[config.mk]
export PLATFORM = sky130hd
export DESIGN_NAME = string_table_match_flat
export DESIGN_NICKNAME = d
export VERILOG_FILES = /design/src/rtl/stm_pkg.sv /design/src/rtl/stm_if.sv /design/src/rtl/string_table_match.sv /design/src/rtl/stm_front.sv /design/src/rtl/stm_queue.sv /design/src/rtl/stm_back.sv /design/src/flat_wrapper.sv
export SDC_FILE = /design/constraint.sdc
export NUM_CORES = 1
export LEC_CHECK = 0
export BUFFER_PORTS_ARGS = -buffer_cell sky130_fd_sc_hd__buf_4
export CAP_MARGIN = 15
export CORE_ASPECT_RATIO = 1.2
export CORE_MARGIN = 3
export CORE_UTILIZATION = 62
export CTS_BUF_LIST = sky130_fd_sc_hd__clkbuf_4 sky130_fd_sc_hd__clkbuf_8
export CTS_CLUSTER_DIAMETER = 80
export DETAILED_ROUTE_END_ITERATION = 12
export PLACE_DENSITY_LB_ADDON = 0.1
export SYNTH_ARGS = -nofsm -noshare
export SYNTH_HDL_FRONTEND = slang
export SYNTH_SLANG_ARGS = --single-unit
[constraint.sdc]
create_clock -name clk -period 9.1 [get_ports clk]
set_clock_uncertainty 0.15 [all_clocks]
set_input_delay 1.82 -clock clk [delete_from_list [all_inputs] [get_ports clk]]
set_output_delay 1.82 -clock clk [all_outputs]
set_load 0.05 [all_outputs]
[src/rtl/stm_pkg.sv]
package stm_pkg;

  // Fixed widths of the channel fields.
  localparam int CHAR_W       = 8;
  localparam int FIELD_TEXT_W = 64;
  localparam int FIELD_LEN_W  = 4;
  localparam int OP_W         = 2;
  localparam int IDX_W        = 2;
  localparam int MASK_W       = 4;

  // Defaults for the top level parameters.
  localparam int DEF_ENTRIES   = 4;
  localparam int DEF_MAX_CHARS = 8;

  // Depth of the queue between the front and the back.
  localparam int QUEUE_DEPTH = 2;

  typedef enum logic [OP_W-1:0] {
    OP_STORE    = 2'd0,
    OP_CONTAINS = 2'd1,
    OP_STARTS   = 2'd2,
    OP_ENDS     = 2'd3
  } op_t;

endpackage

[src/rtl/stm_if.sv]
interface stm_in_if import stm_pkg::*; ();
  logic                    valid;
  logic                    ready;
  logic [OP_W-1:0]         opcode;
  logic [IDX_W-1:0]        entry_index;
  logic [FIELD_TEXT_W-1:0] text_chars;
  logic [FIELD_LEN_W-1:0]  text_length;

  modport source (output valid, output opcode, output entry_index, output text_chars,
                  output text_length, input ready);
  modport sink   (input valid, input opcode, input entry_index, input text_chars,
                  input text_length, output ready);
endinterface

interface stm_out_if import stm_pkg::*; ();
  logic              valid;
  logic              ready;
  logic [MASK_W-1:0] match_mask;

  modport source (output valid, output match_mask, input ready);
  modport sink   (input valid, input match_mask, output ready);
endinterface

[src/rtl/string_table_match.sv]
// String table match.
// The input channel in_ch carries one word per item: opcode, entry_index,
// text_chars and text_length. A store word (opcode 0) writes the characters
// and length of one table entry and returns nothing. A query word (contains,
// starts-with or ends-with) returns one word on out_ch whose match_mask has
// bit i set when entry i matches the key. Lengths above MAX_CHARS saturate.
// An empty key matches every entry.
// A query word accepted on in_ch is written into a slot of the two-entry
// queue; the back end pops it from there, and its combinational comparators
// load the output register that drives out_ch. Throughput is one word per
// cycle while the receiver is ready, set by the parallel comparators in the
// back end and the queue between.
// Reset clears every entry to an empty string and empties the queue and
// the output register; no word is in flight afterward.
// When the receiver stalls, the result word holds on out_ch; stores still
// drain from the queue, and the input keeps taking words until the queue
// fills, after which in_ch.ready drops.
module string_table_match import stm_pkg::*; #(
  parameter int ENTRIES   = DEF_ENTRIES,
  parameter int MAX_CHARS = DEF_MAX_CHARS
) (
  input  logic      clk,
  input  logic      rst_n,
  stm_in_if.sink    in_ch,
  stm_out_if.source out_ch
);

  // Widths that follow from the table width.
  localparam int LEN_W  = $clog2(MAX_CHARS + 1);
  localparam int KEY_W  = MAX_CHARS * CHAR_W;
  localparam int ITEM_W = OP_W + IDX_W + LEN_W + KEY_W;

  // Front end to queue.
  logic              push_valid;
  logic              push_ready;
  logic [ITEM_W-1:0] push_data;

  // Queue to back end.
  logic              pop_valid;
  logic              pop_ready;
  logic [ITEM_W-1:0] pop_data;

  // The front end saturates the length and clears the characters past it.
  stm_front #(
    .MAX_CHARS (MAX_CHARS),
    .LEN_W     (LEN_W),
    .KEY_W     (KEY_W),
    .ITEM_W    (ITEM_W)
  ) u_front (
    .in_ch      (in_ch),
    .push_valid (push_valid),
    .push_ready (push_ready),
    .push_data  (push_data)
  );

  // The queue lets the front keep accepting words while a result is stalled.
  stm_queue #(
    .WIDTH (ITEM_W),
    .DEPTH (QUEUE_DEPTH)
  ) u_queue (
    .clk        (clk),
    .rst_n      (rst_n),
    .push_valid (push_valid),
    .push_ready (push_ready),
    .push_data  (push_data),
    .pop_valid  (pop_valid),
    .pop_ready  (pop_ready),
    .pop_data   (pop_data)
  );

  // The back end holds the table, runs the comparators and owns the output register.
  stm_back #(
    .ENTRIES   (ENTRIES),
    .MAX_CHARS (MAX_CHARS),
    .LEN_W     (LEN_W),
    .KEY_W     (KEY_W),
    .ITEM_W    (ITEM_W)
  ) u_back (
    .clk       (clk),
    .rst_n     (rst_n),
    .pop_valid (pop_valid),
    .pop_ready (pop_ready),
    .pop_data  (pop_data),
    .out_ch    (out_ch)
  );

endmodule

[src/rtl/stm_front.sv]
module stm_front import stm_pkg::*; #(
  parameter int MAX_CHARS = DEF_MAX_CHARS,
  parameter int LEN_W     = $clog2(MAX_CHARS + 1),
  parameter int KEY_W     = MAX_CHARS * CHAR_W,
  parameter int ITEM_W    = OP_W + IDX_W + LEN_W + KEY_W
) (
  stm_in_if.sink            in_ch,
  output logic              push_valid,
  input  logic              push_ready,
  output logic [ITEM_W-1:0] push_data
);

  logic [LEN_W-1:0] len_c;
  logic [KEY_W-1:0] key_c;
  op_t              op_c;

  // Lengths saturate at the table width; characters past the length read as zero.
  always_comb begin
    if (in_ch.text_length > FIELD_LEN_W'(MAX_CHARS)) begin
      len_c = LEN_W'(MAX_CHARS);
    end else begin
      len_c = LEN_W'(in_ch.text_length);
    end
    for (int b = 0; b < MAX_CHARS; b++) begin
      if (b < int'(len_c)) begin
        key_c[b*CHAR_W +: CHAR_W] = in_ch.text_chars[b*CHAR_W +: CHAR_W];
      end else begin
        key_c[b*CHAR_W +: CHAR_W] = '0;
      end
    end
    op_c = op_t'(in_ch.opcode);
  end

  assign push_valid  = in_ch.valid;
  assign in_ch.ready = push_ready;
  assign push_data   = {op_c, in_ch.entry_index, len_c, key_c};

endmodule

[src/rtl/stm_queue.sv]
module stm_queue import stm_pkg::*; #(
  parameter int WIDTH = 8,
  parameter int DEPTH = QUEUE_DEPTH
) (
  input  logic             clk,
  input  logic             rst_n,
  input  logic             push_valid,
  output logic             push_ready,
  input  logic [WIDTH-1:0] push_data,
  output logic             pop_valid,
  input  logic             pop_ready,
  output logic [WIDTH-1:0] pop_data
);

  localparam int PTR_W = (DEPTH > 1) ? $clog2(DEPTH) : 1;
  localparam int CNT_W = $clog2(DEPTH + 1);

  logic [WIDTH-1:0] slots_r [DEPTH];
  logic [PTR_W-1:0] wr_ptr_r, wr_ptr_nxt;
  logic [PTR_W-1:0] rd_ptr_r, rd_ptr_nxt;
  logic [CNT_W-1:0] count_r, count_nxt;
  logic             push_fire, pop_fire;

  assign push_ready = (count_r != CNT_W'(DEPTH));
  assign pop_valid  = (count_r != '0);
  assign pop_data   = slots_r[rd_ptr_r];
  assign push_fire  = push_valid && push_ready;
  assign pop_fire   = pop_valid && pop_ready;

  always_comb begin
    wr_ptr_nxt = wr_ptr_r;
    rd_ptr_nxt = rd_ptr_r;
    count_nxt  = count_r;
    if (push_fire) begin
      wr_ptr_nxt = (wr_ptr_r == PTR_W'(DEPTH - 1)) ? '0 : wr_ptr_r + 1'b1;
    end
    if (pop_fire) begin
      rd_ptr_nxt = (rd_ptr_r == PTR_W'(DEPTH - 1)) ? '0 : rd_ptr_r + 1'b1;
    end
    if (push_fire && !pop_fire) begin
      count_nxt = count_r + 1'b1;
    end else if (pop_fire && !push_fire) begin
      count_nxt = count_r - 1'b1;
    end
  end

  always_ff @(posedge clk) begin
    if (!rst_n) begin
      wr_ptr_r <= '0;
      rd_ptr_r <= '0;
      count_r  <= '0;
    end else begin
      wr_ptr_r <= wr_ptr_nxt;
      rd_ptr_r <= rd_ptr_nxt;
      count_r  <= count_nxt;
    end
  end

  always_ff @(posedge clk) begin
    if (push_fire) begin
      slots_r[wr_ptr_r] <= push_data;
    end
  end

endmodule

[src/rtl/stm_back.sv]
module stm_back import stm_pkg::*; #(
  parameter int ENTRIES   = DEF_ENTRIES,
  parameter int MAX_CHARS = DEF_MAX_CHARS,
  parameter int LEN_W     = $clog2(MAX_CHARS + 1),
  parameter int KEY_W     = MAX_CHARS * CHAR_W,
  parameter int ITEM_W    = OP_W + IDX_W + LEN_W + KEY_W
) (
  input  logic              clk,
  input  logic              rst_n,
  input  logic              pop_valid,
  output logic              pop_ready,
  input  logic [ITEM_W-1:0] pop_data,
  stm_out_if.source         out_ch
);

  // Only entries that a store can reach and the mask can report are kept.
  localparam int USED = (ENTRIES < MASK_W) ? ENTRIES : MASK_W;

  op_t              op;
  logic [IDX_W-1:0] idx;
  logic [LEN_W-1:0] len;
  logic [KEY_W-1:0] key;
  logic             is_store, pop_fire;

  logic [KEY_W-1:0]  ent_text_r [USED];
  logic [LEN_W-1:0]  ent_len_r  [USED];
  logic [MASK_W-1:0] mask_c;
  logic [MASK_W-1:0] mask_r;
  logic              out_valid_r, out_valid_nxt;

  assign op  = op_t'(pop_data[ITEM_W-1 -: OP_W]);
  assign idx = pop_data[ITEM_W-OP_W-1 -: IDX_W];
  assign len = pop_data[KEY_W +: LEN_W];
  assign key = pop_data[KEY_W-1:0];

  assign is_store  = (op == OP_STORE);
  assign pop_ready = is_store || !out_valid_r || out_ch.ready;
  assign pop_fire  = pop_valid && pop_ready;

  // Every entry is tested at every offset at once; hit marks offsets where the key lines up.
  always_comb begin
    int                   n_i;
    int                   k_i;
    logic                 ok;
    logic                 sel;
    logic                 cont;
    logic                 strt;
    logic                 endw;
    logic [MAX_CHARS-1:0] hit;
    mask_c = '0;
    k_i    = int'(len);
    for (int e = 0; e < USED; e++) begin
      n_i = int'(ent_len_r[e]);
      for (int p = 0; p < MAX_CHARS; p++) begin
        ok = 1'b1;
        for (int j = 0; j < MAX_CHARS - p; j++) begin
          if (j < k_i &&
              ent_text_r[e][(p+j)*CHAR_W +: CHAR_W] != key[j*CHAR_W +: CHAR_W]) begin
            ok = 1'b0;
          end
        end
        hit[p] = ok;
      end
      cont = 1'b0;
      endw = 1'b0;
      for (int p = 0; p < MAX_CHARS; p++) begin
        if (p + k_i <= n_i) begin
          cont = cont | hit[p];
        end
        if (p + k_i == n_i) begin
          endw = endw | hit[p];
        end
      end
      strt = hit[0] && (k_i <= n_i);
      unique case (op)
        OP_CONTAINS: sel = cont;
        OP_STARTS:   sel = strt;
        OP_ENDS:     sel = endw;
        OP_STORE:    sel = 1'b0;
      endcase
      mask_c[e] = (k_i == 0) || sel;
    end
  end

  always_ff @(posedge clk) begin
    if (!rst_n) begin
      for (int e = 0; e < USED; e++) begin
        ent_text_r[e] <= '0;
        ent_len_r[e]  <= '0;
      end
    end else if (pop_fire && is_store) begin
      for (int e = 0; e < USED; e++) begin
        if (idx == IDX_W'(e)) begin
          ent_text_r[e] <= key;
          ent_len_r[e]  <= len;
        end
      end
    end
  end

  always_comb begin
    if (pop_fire && !is_store) begin
      out_valid_nxt = 1'b1;
    end else if (out_ch.ready) begin
      out_valid_nxt = 1'b0;
    end else begin
      out_valid_nxt = out_valid_r;
    end
  end

  always_ff @(posedge clk) begin
    if (!rst_n) begin
      out_valid_r <= 1'b0;
    end else begin
      out_valid_r <= out_valid_nxt;
    end
  end

  always_ff @(posedge clk) begin
    if (pop_fire && !is_store) begin
      mask_r <= mask_c;
    end
  end

  assign out_ch.valid      = out_valid_r;
  assign out_ch.match_mask = mask_r;

`ifndef SYNTH
  a_query_gives_word: assert property (@(posedge clk) disable iff (!rst_n)
    (pop_fire && !is_store) |=> out_valid_r)
    else $error("query left the queue without a result word");

  a_store_silent: assert property (@(posedge clk) disable iff (!rst_n)
    (pop_fire && is_store && !(out_valid_r && !out_ch.ready)) |=> !out_valid_r)
    else $error("store produced a result word");

  a_no_pop_over_stall: assert property (@(posedge clk) disable iff (!rst_n)
    (out_valid_r && !out_ch.ready && pop_valid && !is_store) |-> !pop_ready)
    else $error("query taken while result word stalled");

  a_len_bounded: assert property (@(posedge clk) disable iff (!rst_n)
    ent_len_r[0] <= LEN_W'(MAX_CHARS))
    else $error("stored length beyond table width");
`endif

endmodule

[src/flat_wrapper.sv]
// flat-port wrapper written by rule: the top's interface ports become plain ports
module string_table_match_flat import stm_pkg::*;
#(
  parameter int ENTRIES   = DEF_ENTRIES,
  parameter int MAX_CHARS = DEF_MAX_CHARS
)
  (clk, rst_n, in_ch_valid, in_ch_opcode, in_ch_entry_index, in_ch_text_chars, in_ch_text_length, in_ch_ready, out_ch_valid, out_ch_match_mask, out_ch_ready);
  stm_in_if in_ch_i ();
  stm_out_if out_ch_i ();
  input  logic clk;
  input  logic rst_n;
  input wire logic [$bits(in_ch_i.valid)-1:0] in_ch_valid;
  input wire logic [$bits(in_ch_i.opcode)-1:0] in_ch_opcode;
  input wire logic [$bits(in_ch_i.entry_index)-1:0] in_ch_entry_index;
  input wire logic [$bits(in_ch_i.text_chars)-1:0] in_ch_text_chars;
  input wire logic [$bits(in_ch_i.text_length)-1:0] in_ch_text_length;
  output wire logic [$bits(in_ch_i.ready)-1:0] in_ch_ready;
  output wire logic [$bits(out_ch_i.valid)-1:0] out_ch_valid;
  output wire logic [$bits(out_ch_i.match_mask)-1:0] out_ch_match_mask;
  input wire logic [$bits(out_ch_i.ready)-1:0] out_ch_ready;
  assign in_ch_i.valid = in_ch_valid;
  assign in_ch_i.opcode = in_ch_opcode;
  assign in_ch_i.entry_index = in_ch_entry_index;
  assign in_ch_i.text_chars = in_ch_text_chars;
  assign in_ch_i.text_length = in_ch_text_length;
  assign in_ch_ready = in_ch_i.ready;
  assign out_ch_valid = out_ch_i.valid;
  assign out_ch_match_mask = out_ch_i.match_mask;
  assign out_ch_i.ready = out_ch_ready;
  string_table_match #(.ENTRIES(ENTRIES), .MAX_CHARS(MAX_CHARS)) u_core (.clk(clk), .rst_n(rst_n), .in_ch(in_ch_i), .out_ch(out_ch_i));
endmodule
==> results <==
- The slowest stage of the critical path belongs to the cell nor2_2.
- The core footprint is ~53,000 sq um.
- Yosys mapped the design onto 63 distinct sky130hd cell types.
- The number of routed nets with antenna violations is 0.
- The final period utilization is between 60 and 70%.
- The net count after synthesis is between 3k and 4k.
- The dominant cell type by area after synthesis is edfxtp_1.
- STA classifies the critical path endpoint as a flop.
- The number of antenna violations at the first check in global routing came to 2.
- Sorting the synthesized cells by area gives the leading types as edfxtp_1, xnor2_1, nor4_1.
- The maximum vdd drop is 0.000220 V.
- The clock latency on the worst-skew pair is 700 ps.
- The number of buffers on the longest clock path is 3.
- After routing, the total negative slack on setup checks comes to 0 ps.
- During placement, the flow inserted port buffers numbering around 80.
- For this run, the post-layout net count is 3,328.
- The count of unresolved DRC violations after routing is 0.
- The first detailed-routing pass took 9 iterations.
- The worst hold path passes through 2 cells.
- The number of cell rows is between 90 and 100.
- The worst stage delay on the critical path is slightly below 1000 ps.
- The worst setup path is launched from a flop.
- The wire-length estimate of the detail-placed layout is about 77 mm.
- The number of setup buffers added after CTS is 0.
- The flip-flop and latch count after synthesis is about 430.
- The number of resized instances in the post-cts repair step is 0.
- Derived from the worst setup path, the maximum achievable clock frequency is 181 MHz.
- In this run the worst path has a maximum fanout of 19.
- The detailed router finished its first iteration with around 3.3k violations.
- The fraction of layout instances using a drive strength above 1 is 11.3%.
- The transition at the pin with the smallest max-transition slack is 1220 ps.
- The clock tree from TritonCTS is done.
- Data on the critical path is required at its endpoint by 9510 ps.
- The number of max-slew violations in the final report is 0.
- The via count of the first global-routing pass came to between 20k and 30k.
- The tool flagged a number of max-cap violations equal to 0.
- For this design the top-level I/O count stands at slightly above 80.
- The die boundary width is between 200 and 250 um.
- Yosys mapped a number of flops with a built-in enable equal to 420.
- At the end of routability-driven placement, the weighted congestion stood at between 1 and 1.5.
- The total power consumption of the routed design is 10.1 mW.
- The global-route congestion overflow total is 0.
- Clock tree synthesis inserted a total of around 70 buffers.
- Entering global routing, the biggest net connects 69 pins.
- The wire length of the first global-routing pass is between 150 and 200 mm.
- The area added between synthesis and finish is 6.12%.
- Summing over every cut layer, the via total after detailed routing is about 26k.
- Of the synthesized area, sequential elements account for between 30% and 40%.
- The cell seen most often among critical-path stages is buf_4.
- The total of fill cells in the finished design is between 4k and 5k.
- The analysis attributes to cell leakage a power of approximately 11 nW.
- The final-report setup violation count is 0.
- The H-tree was split into 3 levels.
- The mean area per synthesized cell is just over 10 sq um.
- The final layout contains routed wiring with a total length of 118 mm.
- The netlist area before placement is 33,300 sq um.
- The run finished with clean final reports.
- The die covers about 57,000 sq um.
- The synthesized netlist cell count is about 3.2k.
- Among all flip-flop cells after synthesis, the most frequent one is edfxtp_1.
- The clock sink count is roughly 430.
- Setup repair after global routing left no endpoint under its margin.
- The relative max-transition margin is between 10% and 20%.
- The type of the worst setup path is flop to flop.
- The path class of the tightest hold or removal check is flop to flop.
- The cell chosen for the clock root is clkbuf_8.
- Clock-pin slew was measured on the worst setup and hold paths at approximately 70 ps.
- The arrival time at the worst endpoint is around 5900 ps.
- The hold buffer count at cts is 0.
- The total routing resource utilization after global routing is between 40 and 50%.
- The hold violation total from the final report is 0.
- The async set or reset register ratio after synthesis is 0%.
- In this run the power density over the cells is approximately 290 nW/um^2.
- Once the floorplan was initialized, standard cells occupied between 60% and 70% of the core.
- The number of warnings issued by yosys is 0.
- After detailed routing, the average wire length per cell comes to around 30 um.
- After detailed routing, the number of vias per cell comes to 6.71.
- The top cell type by area accounts for between 30% and 40% of the synthesized area.
- Traced cell by cell, the critical path runs through mux2i_2 > buf_4 > ha_1 > buf_4 > inv_1 > nor2_2 > a21oi_1 > nor4_2 > o2111ai_1 > o2111a_1 > a31oi_1 > a21o_1.
- In this run the vertical extent of the chip is between 200 and 300 um.
- The clock period minus worst slack is ~5500 ps.
- The path depth of the worst reg2reg path is 12.
[worst paths after layout]
check	from	to	slack [ps]
min	u_core.u_queue.count_r[1]	u_core.u_queue.count_r[1]	400
max reg2reg	flop	u_core.u_back.out_ch.match_mask[2]	3560
max	flop	u_core.u_back.out_ch.match_mask[2]	3560
min reg2reg	u_core.u_queue.count_r[1]	u_core.u_queue.count_r[1]	400
[layer usage]
metal / wire [um] / global-route usage, % / vias to the layer above
li1: - / - / 10936
met1: 42300 / 51.1 / 12612
met2: 52100 / 64.0 / 1995
met3: 13700 / 11.0 / 648
met4: 10200 / 27.9 / 2
met5: 13 / 0 / -
[cell usage after synthesis (all sizes together), types with 11 or more instances]
master  number
clkbuf      96
o21ai       20
nand4       35
xnor2     1103
xor2        60
nand3       22
and2        22
a21o        36
buf        240
nor2       314
nor3        21
mux2i       72
a211oi      11
ha         100
nor2b       64
nand2       39
edfxtp     420
a21oi      143
nor4       291
inv         33
[through the flow]
step	instances	cell area, sq um	hold WS [ps]	setup slack, ps	util (%)
floorplan	3247	33300	338	1350	-
global placement	3777	34000	370	3410	64.3
detailed placement	3777	34000	379	3400	64.3
CTS	3897	35300	391	3400	66.8
global route	3900	35300	417	3520	66.8
finish	3901	35300	397	3560	66.8
[logic make-up (layout without fill, tap and decap cells)]
group,count (synthesis),count (layout),share of synthesized area (%)
buffers and inverters,371,318,5.96
and+or+nand+nor,832,832,13.0
AOI/OAI and AO/OA,276,276,5.15
xor gates and xnor gates,1163,1163,30.6
adders and majority gates,104,104,4.00
muxes,75,75,3.05
DFF,426,426,38.3
other,0,2,0
[cell usage in the layout, fill, tap and decap left out, types with 6 or more instances in the layout]
| cell type | instances |
|---|---|
| a211oi_1 | 11 |
| inv_1 | 33 |
| nor2_1 | 311 |
| nand2b_1 | 7 |
| clkbuf_4 | 14 |
| xor2_1 | 60 |
| a21oi_1 | 143 |
| a31oi_1 | 6 |
| buf_4 | 161 |
| a21o_1 | 36 |
| o2111ai_1 | 6 |
| nand4b_1 | 6 |
| edfxtp_1 | 420 |
| xnor2_1 | 1103 |
| nor4_1 | 287 |
| clkinv_1 | 15 |
| o21ai_0 | 20 |
| mux2i_2 | 24 |
| nor2b_1 | 64 |
| nand4_1 | 35 |
| nor3_1 | 20 |
| nand2_1 | 39 |
| ha_1 | 100 |
| and2_1 | 22 |
| mux2i_4 | 44 |
| nand3_1 | 22 |
| a41oi_1 | 6 |
| clkbuf_8 | 72 |
| clkinv_2 | 11 |
[worst max-delay path: cells and delay by family, from the launching register on]
| kind | cells | cell delay (ps) |
|---|---|---|
| AO/OA/AOI/OAI | 5 | 1250 |
| adder cells (fa/ha/maj) | 1 | 210 |
| buffers and inverters | 3 | 1010 |
| flip-flops | 1 | 740 |
| multiplexers | 1 | 260 |
| AND/OR/NAND/NOR | 2 | 1760 |
[final cells by class]
cell class                      count  area (sq um)  share of cell area, %
Antenna cell                        2          5.00                 0.0142
Clock buffer                       86          1100                   3.10
Clock inverter                     34           211                  0.599
Inverter                           35           131                  0.372
Multi-Input combinational cell   2450         19000                   53.9
Sequential cell                   426         12700                   36.1
Tap cell                          705           882                   2.50
Timing Repair Buffer              163          1230                   3.49
[sequential cells by signal, indices dropped and copies added, names as in the netlist, named ones only]
name                             count
u_core.u_back.out_ch.match_mask      4
u_core.u_queue.slots_r             144
u_core.u_queue.wr_ptr_r              1
u_core.u_back.out_ch.valid           1
u_core.u_back.ent_text_r           256
u_core.u_queue.count_r               2
u_core.u_queue.rd_ptr_r              1
u_core.u_back.ent_len_r             16
[where the power goes]
part	internal (mW)	total, mW	switching, mW	leakage, nW
combinational	2.14	5.64	3.51	6.16
sequential	2.43	2.78	0.348	4.27
clock	0.829	1.66	0.827	0.681
total	5.40	10.1	4.68	11.1
(Power assumes the default switching activity.)
